--- src/design/svf_pkg.sv ---
package svf_pkg;

    // default widths of the sample and integrator words
    localparam int SAMPLE_WIDTH_DEF = 24;
    localparam int STATE_WIDTH_DEF  = 32;

    // register file
    localparam int CFG_IDX_W  = 2;
    localparam int CFG_DATA_W = 24;
    localparam int GAIN_W     = 24;
    localparam int RES_W      = 24;
    localparam int MODE_W     = 3;
    localparam int SHELF_W    = 24;

    localparam logic [CFG_IDX_W-1:0] REG_GAIN  = 2'd0;
    localparam logic [CFG_IDX_W-1:0] REG_RES   = 2'd1;
    localparam logic [CFG_IDX_W-1:0] REG_MODE  = 2'd2;
    localparam logic [CFG_IDX_W-1:0] REG_SHELF = 2'd3;

    localparam logic [MODE_W-1:0] MODE_HIGH    = 3'd0;
    localparam logic [MODE_W-1:0] MODE_LOW     = 3'd1;
    localparam logic [MODE_W-1:0] MODE_BAND    = 3'd2;
    localparam logic [MODE_W-1:0] MODE_SHELF   = 3'd3;
    localparam logic [MODE_W-1:0] MODE_NOTCH   = 3'd4;
    localparam logic [MODE_W-1:0] MODE_ALLPASS = 3'd5;
    localparam logic [MODE_W-1:0] MODE_PEAK    = 3'd6;

    localparam logic [GAIN_W-1:0] GAIN_RESET = 24'h100000;
    localparam logic [RES_W-1:0]  RES_ONE    = 24'h800000;

    // fraction bits of the coefficients
    localparam int GAIN_FRAC  = 20;
    localparam int K_FRAC     = 23;
    localparam int SHELF_FRAC = 22;
    localparam int K_W        = 25;

    // serial multiplier coefficient width and denominator width
    localparam int MUL_B_W = 26;
    localparam int DEN_W   = 30;

    typedef enum logic [3:0] {
        ST_IDLE,
        ST_GG,
        ST_GK,
        ST_NUM,
        ST_DIV,
        ST_V2,
        ST_KV,
        ST_SF,
        ST_OUT
    } svf_state_t;

endpackage

--- src/design/svf_sample_if.sv ---
interface svf_sample_if import svf_pkg::*; #(
    parameter int SAMPLE_WIDTH = SAMPLE_WIDTH_DEF
) ();
    logic                           valid;
    logic                           ready;
    logic signed [SAMPLE_WIDTH-1:0] in_sample;

    modport source (output valid, output in_sample, input ready);
    modport sink   (input valid, input in_sample, output ready);
endinterface

--- src/design/svf_result_if.sv ---
interface svf_result_if import svf_pkg::*; #(
    parameter int SAMPLE_WIDTH = SAMPLE_WIDTH_DEF
) ();
    logic                           valid;
    logic                           ready;
    logic signed [SAMPLE_WIDTH-1:0] out_sample;
    logic                           clipped;

    modport source (output valid, output out_sample, output clipped, input ready);
    modport sink   (input valid, input out_sample, input clipped, output ready);
endinterface

--- src/design/svf_cfg_if.sv ---
interface svf_cfg_if import svf_pkg::*; ();
    logic                  valid;
    logic                  ready;
    logic [CFG_IDX_W-1:0]  index;
    logic [CFG_DATA_W-1:0] data;

    modport source (output valid, output index, output data, input ready);
    modport sink   (input valid, input index, input data, output ready);
endinterface

--- src/design/svf_mul.sv ---
module svf_mul import svf_pkg::*; #(
    parameter int PW = 59,
    parameter int BW = MUL_B_W
) (
    input  logic                 clk,
    input  logic                 rst_n,
    input  logic                 start,
    input  logic signed [PW-1:0] a,
    input  logic signed [BW-1:0] b,
    output logic                 done,
    output logic signed [PW-1:0] p
);
    localparam int CW = $clog2(BW);

    logic signed [PW-1:0] acc_reg, acc_next;
    logic signed [PW-1:0] a_reg;
    logic        [BW-1:0] b_reg;
    logic        [CW-1:0] cnt_reg;
    logic                 busy_reg;
    logic                 done_reg;
    logic signed [PW-1:0] addend;

    // msb first; the top bit of b has negative weight
    always_comb
    begin
        if (!b_reg[BW-1])
            addend = '0;
        else if (cnt_reg == CW'(BW - 1))
            addend = -a_reg;
        else
            addend = a_reg;
        acc_next = (acc_reg <<< 1) + addend;
    end

    always_ff @(posedge clk or negedge rst_n)
    begin
        if (!rst_n)
        begin
            busy_reg <= 1'b0;
            done_reg <= 1'b0;
        end
        else
        begin
            done_reg <= 1'b0;
            if (start)
                busy_reg <= 1'b1;
            else if (busy_reg && cnt_reg == '0)
            begin
                busy_reg <= 1'b0;
                done_reg <= 1'b1;
            end
        end
    end

    always_ff @(posedge clk)
    begin
        if (start)
        begin
            a_reg   <= a;
            b_reg   <= b;
            acc_reg <= '0;
            cnt_reg <= CW'(BW - 1);
        end
        else if (busy_reg)
        begin
            acc_reg <= acc_next;
            b_reg   <= b_reg << 1;
            cnt_reg <= cnt_reg - 1'b1;
        end
    end

    assign done = done_reg;
    assign p    = acc_reg;
endmodule

--- src/design/svf_div.sv ---
module svf_div import svf_pkg::*; #(
    parameter int NW = 59,
    parameter int DW = DEN_W
) (
    input  logic                 clk,
    input  logic                 rst_n,
    input  logic                 start,
    input  logic signed [NW-1:0] num,
    input  logic        [DW-1:0] den,
    output logic                 done,
    output logic signed [NW-1:0] quo
);
    localparam int CW = $clog2(NW);

    logic [NW-1:0] q_reg;
    logic [DW-1:0] rem_reg, rem_next;
    logic [DW-1:0] den_reg;
    logic [CW-1:0] cnt_reg;
    logic          neg_reg;
    logic          busy_reg;
    logic          done_reg;
    logic [DW:0]   rem_sh;
    logic [DW+1:0] diff;
    logic          qbit;

    // restoring division on the magnitude, one quotient bit per cycle
    always_comb
    begin
        rem_sh = {rem_reg, q_reg[NW-1]};
        diff   = {1'b0, rem_sh} - {2'b00, den_reg};
        qbit   = !diff[DW+1];
        if (qbit)
            rem_next = diff[DW-1:0];
        else
            rem_next = rem_sh[DW-1:0];
    end

    always_ff @(posedge clk or negedge rst_n)
    begin
        if (!rst_n)
        begin
            busy_reg <= 1'b0;
            done_reg <= 1'b0;
        end
        else
        begin
            done_reg <= 1'b0;
            if (start)
                busy_reg <= 1'b1;
            else if (busy_reg && cnt_reg == '0)
            begin
                busy_reg <= 1'b0;
                done_reg <= 1'b1;
            end
        end
    end

    always_ff @(posedge clk)
    begin
        if (start)
        begin
            neg_reg <= num[NW-1];
            q_reg   <= num[NW-1] ? NW'(-num) : NW'(num);
            rem_reg <= '0;
            den_reg <= den;
            cnt_reg <= CW'(NW - 1);
        end
        else if (busy_reg)
        begin
            rem_reg <= rem_next;
            q_reg   <= {q_reg[NW-2:0], qbit};
            cnt_reg <= cnt_reg - 1'b1;
        end
    end

    assign done = done_reg;
    assign quo  = neg_reg ? -$signed(q_reg) : $signed(q_reg);
endmodule

--- src/design/state_variable_filter.sv ---
// one item at a time: a single shift-add multiplier (one coefficient bit per cycle) and a
// restoring divider (one quotient bit per cycle) do all the products and the division
// a new item is taken only in idle, once the previous one has passed through the sequencer;
// the next item is taken while the previous result waits in the output register
// reset: integrators cleared, gain 1.0, resonance 0, low-pass mode, shelf factor 0
module state_variable_filter import svf_pkg::*; #(
    parameter int SAMPLE_WIDTH = SAMPLE_WIDTH_DEF,
    parameter int STATE_WIDTH  = STATE_WIDTH_DEF
) (
    input  logic          clk,
    input  logic          rst_n,
    svf_sample_if.sink    sample,
    svf_result_if.source  result,
    svf_cfg_if.sink       cfg
);
    localparam int SW  = SAMPLE_WIDTH;
    localparam int STW = STATE_WIDTH;
    // operand pre-shift for wide state words
    localparam int G   = (STW > 38) ? STW - 38 : 0;
    // product / numerator width
    localparam int PW  = STW - G + 27;
    // headroom width for sums before saturation
    localparam int YW  = STW + 32;

    localparam logic signed [YW-1:0] ST_MAX  = {{(YW-STW+1){1'b0}}, {(STW-1){1'b1}}};
    localparam logic signed [YW-1:0] ST_MIN  = ~ST_MAX;
    localparam logic signed [YW-1:0] SMP_MAX = {{(YW-SW+1){1'b0}}, {(SW-1){1'b1}}};
    localparam logic signed [YW-1:0] SMP_MIN = ~SMP_MAX;
    localparam logic signed [YW-1:0] SMP_ONE = SMP_MAX + YW'(1);
    localparam logic [DEN_W-1:0]     DEN_ONE = DEN_W'(1) << GAIN_FRAC;

    function automatic logic signed [STW-1:0] sat_st(input logic signed [YW-1:0] v);
        logic signed [YW-1:0] c;
        begin
            if (v > ST_MAX)
                c = ST_MAX;
            else if (v < ST_MIN)
                c = ST_MIN;
            else
                c = v;
            return c[STW-1:0];
        end
    endfunction

    // configuration registers
    logic        [GAIN_W-1:0]  gain_reg;
    logic        [RES_W-1:0]   res_reg;
    logic        [MODE_W-1:0]  mode_reg;
    logic signed [SHELF_W-1:0] shelf_reg;

    // sequencer and datapath registers
    svf_state_t               state_reg, state_next;
    logic                     launched_reg, launched_next;
    logic signed [SW-1:0]     x_reg, x_next;
    logic        [DEN_W-1:0]  den_reg, den_next;
    logic signed [PW-1:0]     num_reg, num_next;
    logic signed [STW-1:0]    v1_reg, v1_next;
    logic signed [STW-1:0]    v2_reg, v2_next;
    logic signed [PW-1:0]     kv_reg, kv_next;
    logic signed [PW-1:0]     t_reg, t_next;
    logic signed [STW-1:0]    ic1_reg, ic1_next;
    logic signed [STW-1:0]    ic2_reg, ic2_next;

    // output register
    logic                     res_valid_reg, res_valid_next;
    logic signed [SW-1:0]     out_sample_reg, out_sample_next;
    logic                     clipped_reg, clipped_next;

    // shared units
    logic                     mul_start, mul_done;
    logic signed [PW-1:0]     mul_a, mul_p;
    logic signed [MUL_B_W-1:0] mul_b;
    logic                     div_start, div_done;
    logic signed [PW-1:0]     div_q;

    logic        [RES_W-1:0]  r_w;
    logic        [K_W-1:0]    k_w;
    logic signed [MUL_B_W-1:0] g_b, k_b, s_b;
    logic signed [STW-1:0]    v3_w;
    logic signed [YW-1:0]     y_w, y_sat;
    logic                     y_hit;

    // damping k = 2 - 2*resonance, resonance limited to 1.0
    always_comb
    begin
        r_w = (res_reg > RES_ONE) ? RES_ONE : res_reg;
        k_w = (K_W'(1) << (K_FRAC + 1)) - {r_w, 1'b0};
        g_b = MUL_B_W'({1'b0, gain_reg});
        k_b = MUL_B_W'({1'b0, k_w});
        s_b = MUL_B_W'(shelf_reg);
        v3_w = sat_st(YW'(x_reg) - YW'(ic2_reg));
    end

    // filtered sample from the input and the solved band and low outputs, saturated to the sample range
    always_comb
    begin
        case (mode_reg)
            MODE_HIGH:    y_w = YW'(x_reg) - YW'(kv_reg) - YW'(v2_reg);
            MODE_LOW:     y_w = YW'(v2_reg);
            MODE_BAND:    y_w = YW'(v1_reg);
            MODE_SHELF:   y_w = YW'(x_reg) + (YW'(t_reg) <<< 1);
            MODE_NOTCH:   y_w = YW'(x_reg) - (YW'(kv_reg) <<< 1);
            MODE_ALLPASS: y_w = YW'(x_reg) - (YW'(kv_reg) <<< 2);
            MODE_PEAK:
            begin
                y_w = (YW'(v2_reg) <<< 1) - YW'(x_reg) + YW'(kv_reg);
                if (y_w > SMP_ONE)
                    y_w = SMP_ONE;
            end
            default:      y_w = '0;
        endcase
        y_hit = 1'b0;
        if (y_w > SMP_MAX)
        begin
            y_sat = SMP_MAX;
            y_hit = 1'b1;
        end
        else if (y_w < SMP_MIN)
        begin
            y_sat = SMP_MIN;
            y_hit = 1'b1;
        end
        else
            y_sat = y_w;
    end

    // sequencer: den, numerator, divide, then the products that follow
    always_comb
    begin
        state_next      = state_reg;
        launched_next   = launched_reg;
        x_next          = x_reg;
        den_next        = den_reg;
        num_next        = num_reg;
        v1_next         = v1_reg;
        v2_next         = v2_reg;
        kv_next         = kv_reg;
        t_next          = t_reg;
        ic1_next        = ic1_reg;
        ic2_next        = ic2_reg;
        res_valid_next  = res_valid_reg && !result.ready;
        out_sample_next = out_sample_reg;
        clipped_next    = clipped_reg;
        mul_start       = 1'b0;
        div_start       = 1'b0;
        mul_a           = PW'({1'b0, gain_reg});
        mul_b           = g_b;

        case (state_reg)
            ST_GG, ST_GK, ST_NUM, ST_V2, ST_KV, ST_SF:
            begin
                mul_start = !launched_reg;
                if (!launched_reg)
                    launched_next = 1'b1;
                else if (mul_done)
                    launched_next = 1'b0;
            end
            ST_DIV:
            begin
                div_start = !launched_reg;
                if (!launched_reg)
                    launched_next = 1'b1;
                else if (div_done)
                    launched_next = 1'b0;
            end
            default:
                launched_next = 1'b0;
        endcase

        case (state_reg)
            ST_IDLE:
            begin
                if (sample.valid)
                begin
                    x_next     = sample.in_sample;
                    state_next = ST_GG;
                end
            end
            ST_GG:
            begin
                if (mul_done)
                begin
                    den_next   = DEN_ONE + DEN_W'(mul_p >>> GAIN_FRAC);
                    state_next = ST_GK;
                end
            end
            ST_GK:
            begin
                mul_b = k_b;
                if (mul_done)
                begin
                    den_next   = den_reg + DEN_W'(mul_p >>> K_FRAC);
                    state_next = ST_NUM;
                end
            end
            ST_NUM:
            begin
                mul_a = PW'(v3_w >>> G);
                if (mul_done)
                begin
                    num_next   = mul_p + (PW'(ic1_reg >>> G) <<< GAIN_FRAC);
                    state_next = ST_DIV;
                end
            end
            ST_DIV:
            begin
                if (div_done)
                begin
                    v1_next    = sat_st(YW'(div_q) <<< G);
                    state_next = ST_V2;
                end
            end
            ST_V2:
            begin
                mul_a = PW'(v1_reg >>> G);
                if (mul_done)
                begin
                    v2_next    = sat_st(YW'(mul_p >>> (GAIN_FRAC - G)) + YW'(ic2_reg));
                    state_next = ST_KV;
                end
            end
            ST_KV:
            begin
                mul_a = PW'(v1_reg >>> G);
                mul_b = k_b;
                if (mul_done)
                begin
                    kv_next    = PW'(mul_p >>> (K_FRAC - G));
                    ic1_next   = sat_st((YW'(v1_reg) <<< 1) - YW'(ic1_reg));
                    ic2_next   = sat_st((YW'(v2_reg) <<< 1) - YW'(ic2_reg));
                    state_next = ST_SF;
                end
            end
            ST_SF:
            begin
                mul_a = PW'(kv_reg >>> G);
                mul_b = s_b;
                if (mul_done)
                begin
                    t_next     = PW'(mul_p >>> (SHELF_FRAC - G));
                    state_next = ST_OUT;
                end
            end
            ST_OUT:
            begin
                // wait for the output register to free up
                if (!res_valid_reg || result.ready)
                begin
                    res_valid_next  = 1'b1;
                    out_sample_next = y_sat[SW-1:0];
                    clipped_next    = y_hit;
                    state_next      = ST_IDLE;
                end
            end
            default:
                state_next = ST_IDLE;
        endcase
    end

    svf_mul #(
        .PW (PW),
        .BW (MUL_B_W)
    ) u_mul (
        .clk   (clk),
        .rst_n (rst_n),
        .start (mul_start),
        .a     (mul_a),
        .b     (mul_b),
        .done  (mul_done),
        .p     (mul_p)
    );

    svf_div #(
        .NW (PW),
        .DW (DEN_W)
    ) u_div (
        .clk   (clk),
        .rst_n (rst_n),
        .start (div_start),
        .num   (num_reg),
        .den   (den_reg),
        .done  (div_done),
        .quo   (div_q)
    );

    // control state, configuration and integrators
    always_ff @(posedge clk or negedge rst_n)
    begin
        if (!rst_n)
        begin
            state_reg     <= ST_IDLE;
            launched_reg  <= 1'b0;
            res_valid_reg <= 1'b0;
            ic1_reg       <= '0;
            ic2_reg       <= '0;
            gain_reg      <= GAIN_RESET;
            res_reg       <= '0;
            mode_reg      <= MODE_LOW;
            shelf_reg     <= '0;
        end
        else
        begin
            state_reg     <= state_next;
            launched_reg  <= launched_next;
            res_valid_reg <= res_valid_next;
            ic1_reg       <= ic1_next;
            ic2_reg       <= ic2_next;
            if (cfg.valid)
            begin
                case (cfg.index)
                    REG_GAIN:  gain_reg  <= cfg.data[GAIN_W-1:0];
                    REG_RES:   res_reg   <= cfg.data[RES_W-1:0];
                    REG_MODE:  mode_reg  <= cfg.data[MODE_W-1:0];
                    REG_SHELF: shelf_reg <= cfg.data[SHELF_W-1:0];
                    default:   ;
                endcase
            end
        end
    end

    // payload registers
    always_ff @(posedge clk)
    begin
        x_reg          <= x_next;
        den_reg        <= den_next;
        num_reg        <= num_next;
        v1_reg         <= v1_next;
        v2_reg         <= v2_next;
        kv_reg         <= kv_next;
        t_reg          <= t_next;
        out_sample_reg <= out_sample_next;
        clipped_reg    <= clipped_next;
    end

    assign sample.ready      = (state_reg == ST_IDLE);
    assign cfg.ready         = 1'b1;
    assign result.valid      = res_valid_reg;
    assign result.out_sample = out_sample_reg;
    assign result.clipped    = clipped_reg;
endmodule

--- src/flat_wrapper.sv ---
// flat-port wrapper written by rule: the top's interface ports become plain ports
module state_variable_filter_flat import svf_pkg::*;
#(
    parameter int SAMPLE_WIDTH = SAMPLE_WIDTH_DEF,
    parameter int STATE_WIDTH  = STATE_WIDTH_DEF
)
  (clk, rst_n, sample_valid, sample_in_sample, sample_ready, result_valid, result_out_sample, result_clipped, result_ready, cfg_valid, cfg_index, cfg_data, cfg_ready);
  svf_sample_if #(.SAMPLE_WIDTH(SAMPLE_WIDTH)) sample_i ();
  svf_result_if #(.SAMPLE_WIDTH(SAMPLE_WIDTH)) result_i ();
  svf_cfg_if cfg_i ();
  input  logic clk;
  input  logic rst_n;
  input wire logic [$bits(sample_i.valid)-1:0] sample_valid;
  input wire logic [$bits(sample_i.in_sample)-1:0] sample_in_sample;
  output wire logic [$bits(sample_i.ready)-1:0] sample_ready;
  output wire logic [$bits(result_i.valid)-1:0] result_valid;
  output wire logic [$bits(result_i.out_sample)-1:0] result_out_sample;
  output wire logic [$bits(result_i.clipped)-1:0] result_clipped;
  input wire logic [$bits(result_i.ready)-1:0] result_ready;
  input wire logic [$bits(cfg_i.valid)-1:0] cfg_valid;
  input wire logic [$bits(cfg_i.index)-1:0] cfg_index;
  input wire logic [$bits(cfg_i.data)-1:0] cfg_data;
  output wire logic [$bits(cfg_i.ready)-1:0] cfg_ready;
  assign sample_i.valid = sample_valid;
  assign sample_i.in_sample = sample_in_sample;
  assign sample_ready = sample_i.ready;
  assign result_valid = result_i.valid;
  assign result_out_sample = result_i.out_sample;
  assign result_clipped = result_i.clipped;
  assign result_i.ready = result_ready;
  assign cfg_i.valid = cfg_valid;
  assign cfg_i.index = cfg_index;
  assign cfg_i.data = cfg_data;
  assign cfg_ready = cfg_i.ready;
  state_variable_filter #(.SAMPLE_WIDTH(SAMPLE_WIDTH), .STATE_WIDTH(STATE_WIDTH)) u_core (.clk(clk), .rst_n(rst_n), .sample(sample_i), .result(result_i), .cfg(cfg_i));
endmodule
--- config.mk ---
export PLATFORM = sky130hd
export DESIGN_NAME = state_variable_filter_flat
export DESIGN_NICKNAME = d
export VERILOG_FILES = /design/src/design/svf_pkg.sv /design/src/design/svf_sample_if.sv /design/src/design/svf_result_if.sv /design/src/design/svf_cfg_if.sv /design/src/design/svf_mul.sv /design/src/design/svf_div.sv /design/src/design/state_variable_filter.sv /design/src/flat_wrapper.sv
export SDC_FILE = /design/constraint.sdc
export NUM_CORES = 2
export LEC_CHECK = 0
export ABC_AREA = 1
export BUFFER_PORTS_ARGS = -buffer_cell sky130_fd_sc_hd__buf_4
export CORE_ASPECT_RATIO = 1.2
export CORE_UTILIZATION = 50
export DETAILED_ROUTE_END_ITERATION = 16
export PLACE_DENSITY = 0.73
export SLEW_MARGIN = 20
export SYNTH_ARGS = -nofsm -noshare
export SYNTH_HDL_FRONTEND = slang
export SYNTH_SLANG_ARGS = --single-unit
export TNS_END_PERCENT = 30
--- constraint.sdc ---
create_clock -name clk -period 4.3 [get_ports clk]
set_clock_uncertainty 0.05 [all_clocks]
set_input_delay 0.86 -clock clk [delete_from_list [all_inputs] [get_ports clk]]
set_output_delay 0.86 -clock clk [all_outputs]
set_load 0.02 [all_outputs]
==> summary.md <==
| Metric | Value |
|---|---|
| Htree depth | 3 |
| DRC viols | 0 |
| Vias in the first global route | about 65000 |
| DPL Wire Length | 236600 um |
| Initial antenna violation count | 23 |
| Post-synth EDFFs | about 430 |
| Syn. warnings | 0 |
| Die height | between 300 and 400 um |
| Seq/Total Area, Yosys | 30.38% |
| Vias | 68840 |
| GRT overflow | 0 |
| Synthesized instance count | 8560 |
| Worst endpoint data arrival time | 5360 ps |
| Critical Path Sink Type | flop |
| Post-synth ARST share | 22.04% |
| Failing checks | negative setup slack |
| Layout cells sized above 1 | 21.70% |
| Yosys reg bits | 676 |
| Post-DRT Antenna Nets | 0 |
| Switching power | 25500 uW |
| Reg power frac | 21.5% |
| HP Class | in2async |
| Main synth FF type | edfxtp_1 |
| Crit Path Category | reg2reg |
| First-pass GRT wire length | 415900 um |
| Layout net count | 10290 |
| Clk sink count | 676 |
| Row Count | 140 |
| WP data required | 4870 ps |
| RR Startpoint | u_core.u_mul.a_reg[1] |
| RSZ-0062 raised after global routing | yes |
| Num CTS Buffers | 78 |
| Clk pwr share | 13.9% |
| PwrDens | between 600 and 700 nW/um^2 |
| RR Endpoint | u_core.u_mul.p[54] |
| GR Util All Layers | 46.11% |
| Post-DR wirelength/cell | 25.93 um |
| Comb pwr share | 64.6% |
| Final worst path period share | 111.4% |
| Final wirelength | ~300000 um |
| Ranking of synthesized cells by area | edfxtp_1 (21%), nand2_1 (11%), ha_1 (9.6%) |
| Slew margin rel. | 22.29% |
| CTS tree | done |
| Minimum clock period | roughly 4800 ps |
| Crit path from | u_core.u_mul.a_reg[1] |
| Most frequent CP cell | nor3_4 |
| Max frequency | 0.2088 GHz |
| Final Hold Viols | 0 |
| Clock Path Buffers | 3 |
| PnR Total Power | 51700 uW |
| I/O Buffers | a little over 80 |
| Post-Syn Nets | roughly 9000 |
| Internal power of the cells | 26200 uW |
| GP Congestion | around 1.1 |
| Top-area cell type share of the netlist area | 20.99% |
| Syn Std Cell Area | 61080 um^2 |
| First-pass DRT Iterations | 7 |
| R2R Setup Slk | -490 ps |
| Peak supply drop | 762.6 uV |
| Cells on worst reg2reg path | 32 |
| Initial core utilization | 50.39% |
| Max Slew Vio Count | 0 |
| Cell with the most instances after synthesis | nand2_1 |
| CP max stage delay | approximately 420 ps |
| Worst-margin pin slew | 1166 ps |
| Mean post-synth cell area | 7.135 um^2 |
| Post-synth top area cell | edfxtp_1 |
| Setup_tns | -12220 ps |
| Clock latency on the worst-skew pair | 740 ps |
| Via-to-Cell Ratio | 6.036 |
| Fin worst setup slack | -488.9 ps |
| Num ports | 83 |
| Post-synth top cells | nand2_1 (1787), inv_1 (1246), nor2_1 (857), a21oi_1 (736), o21ai_0 (663) |
| Post-CTS Hold Buffers | 0 |
| Critical Path Sink | u_core.u_mul.p[54] |
| First DRT Iteration DRCs | 7710 |
| Clock-pin slew on the worst setup and hold paths | 60 ps |
| Startpoint types | flop |
| Die Span X | 321.1 um |
| Final setup fails | 55 |
| Static Leak | 0.03595 uW |
| Core area | 121200 um^2 |
| Largest net degree at the start of global routing | 114 |
| CTS root buf | clkbuf_16 |
| CP max FO | 4 |
| Die ar. | around 120000 um^2 |
| Yosys cell types | 72 |
| Post-route core utilization | 64.49% |
| Max Cap Violations | 0 |
| Worst-path cell with the longest stage delay | edfxtp_1 |
| Outcome | complete, but fails checks |
| Area added between synthesis and finish | 28.00% |
| Sw Ratio | 49.33% |
[kinds of logic after synthesis]
group	Yosys count	synth area share, %
fa+ha+maj	546	12.16
buf+inv	1442	9.026
simple gates	3478	23.83
compound gates	2024	18.96
flops	676	30.38
mux	1	0.01639
xor+xnor	392	5.621
other cells	1	0.006140
[power by group through the flow]
stage          logic [uW]  clock network (uW)  registers [uW]
2_1_floorplan       16700                   0           10400
3_3_place_gp        28200                   0           11000
3_5_place_dp        28600                   0           11000
4_1_cts             30100                7150           10900
5_1_grt             35600                7380           11100
6_report            33400                7170           11100
[worst min path at each step]
stage | start | end | cells past startpoint
final | rst_n | u_core.shelf_reg[11] | 1
after global routing | rst_n | u_core.shelf_reg[12] | 1
after CTS | sample_in_sample[21] | u_core.x_reg[21] | 1
after detailed placement | u_core.den_reg[21] | u_core.u_div.den_reg[21] | 0
after global placement | u_core.den_reg[22] | u_core.u_div.den_reg[22] | 0
after floorplan | u_core.u_div.cnt_reg[5] | u_core.u_div.done | 1
[cell type report]
class	count	area, um^2
Fill cell	10750	43040
Antenna cell	19	47.55
Inverter	1258	4752
Tap cell	1633	2043
Sequential cell	676	18560
Timing Repair Buffer	1227	9731
Multi-Input combinational cell	6446	40360
Clock buffer	102	2188
Clock inverter	44	496.7
[what timing repair did]
action                     CTS  global route
gates cloned                 3             3
setup endpoints to repair   70           142
pin swaps                   89           168
setup buffers               74            71
hold endpoints to repair     0             0
gates resized for setup    384           493
[worst max-delay path: cells and delay by family, from the launching register on]
| family | cells | cell delay [ps] |
|---|---|---|
| fa+ha+maj | 1 | 320 |
| buf+inv | 10 | 980 |
| simple gates | 11 | 1400 |
| flops | 1 | 420 |
| compound gates | 10 | 1510 |
[layout by cell type (no fill, tap or decap), types with 61 or more instances in the layout]
master | synthesis | layout
a21oi_1 | 736 | 637
a21oi_2 | 1 | 84
a31oi_1 | 92 | 79
buf_4 | 6 | 1150
clkbuf_16 | 0 | 84
dfrtp_1 | 147 | 146
dfxtp_1 | 100 | 99
edfxtp_1 | 427 | 427
fa_1 | 79 | 63
ha_1 | 467 | 388
ha_4 | 0 | 67
inv_1 | 1246 | 1132
inv_2 | 5 | 109
nand2_1 | 1787 | 1659
nand2_2 | 11 | 111
nand3_1 | 425 | 390
nand4_1 | 75 | 75
nor2_1 | 857 | 777
nor3_1 | 135 | 113
o211ai_1 | 107 | 107
o21ai_0 | 663 | 614
o21bai_1 | 69 | 61
xnor2_1 | 162 | 159
xor2_1 | 230 | 226
[metal layers]
metal	vias to the layer above	GRT usage, %	wire, um
met1	32200	53.36	104400
li1	31190	-	-
met3	1231	11.24	31930
met2	4216	71.50	127500
met4	6	39.86	31790
met5	-	0.5068	118
[through the flow]
stage               hold WS (ps)  instance area [um^2]  setup slack [ps]  cells
detailed placement         399.8                 70970            -554.5  11100
CTS                        273.8                 75770            -349.2  11320
finish                     210.6                 78180            -488.9  11410
global placement           393.3                 70960            -590.4  11100
global route               277.5                 78140            -784.5  11390
floorplan                  371.5                 61230            -447.3   8560
No activity file was read; power rests on OpenSTA's default activity.
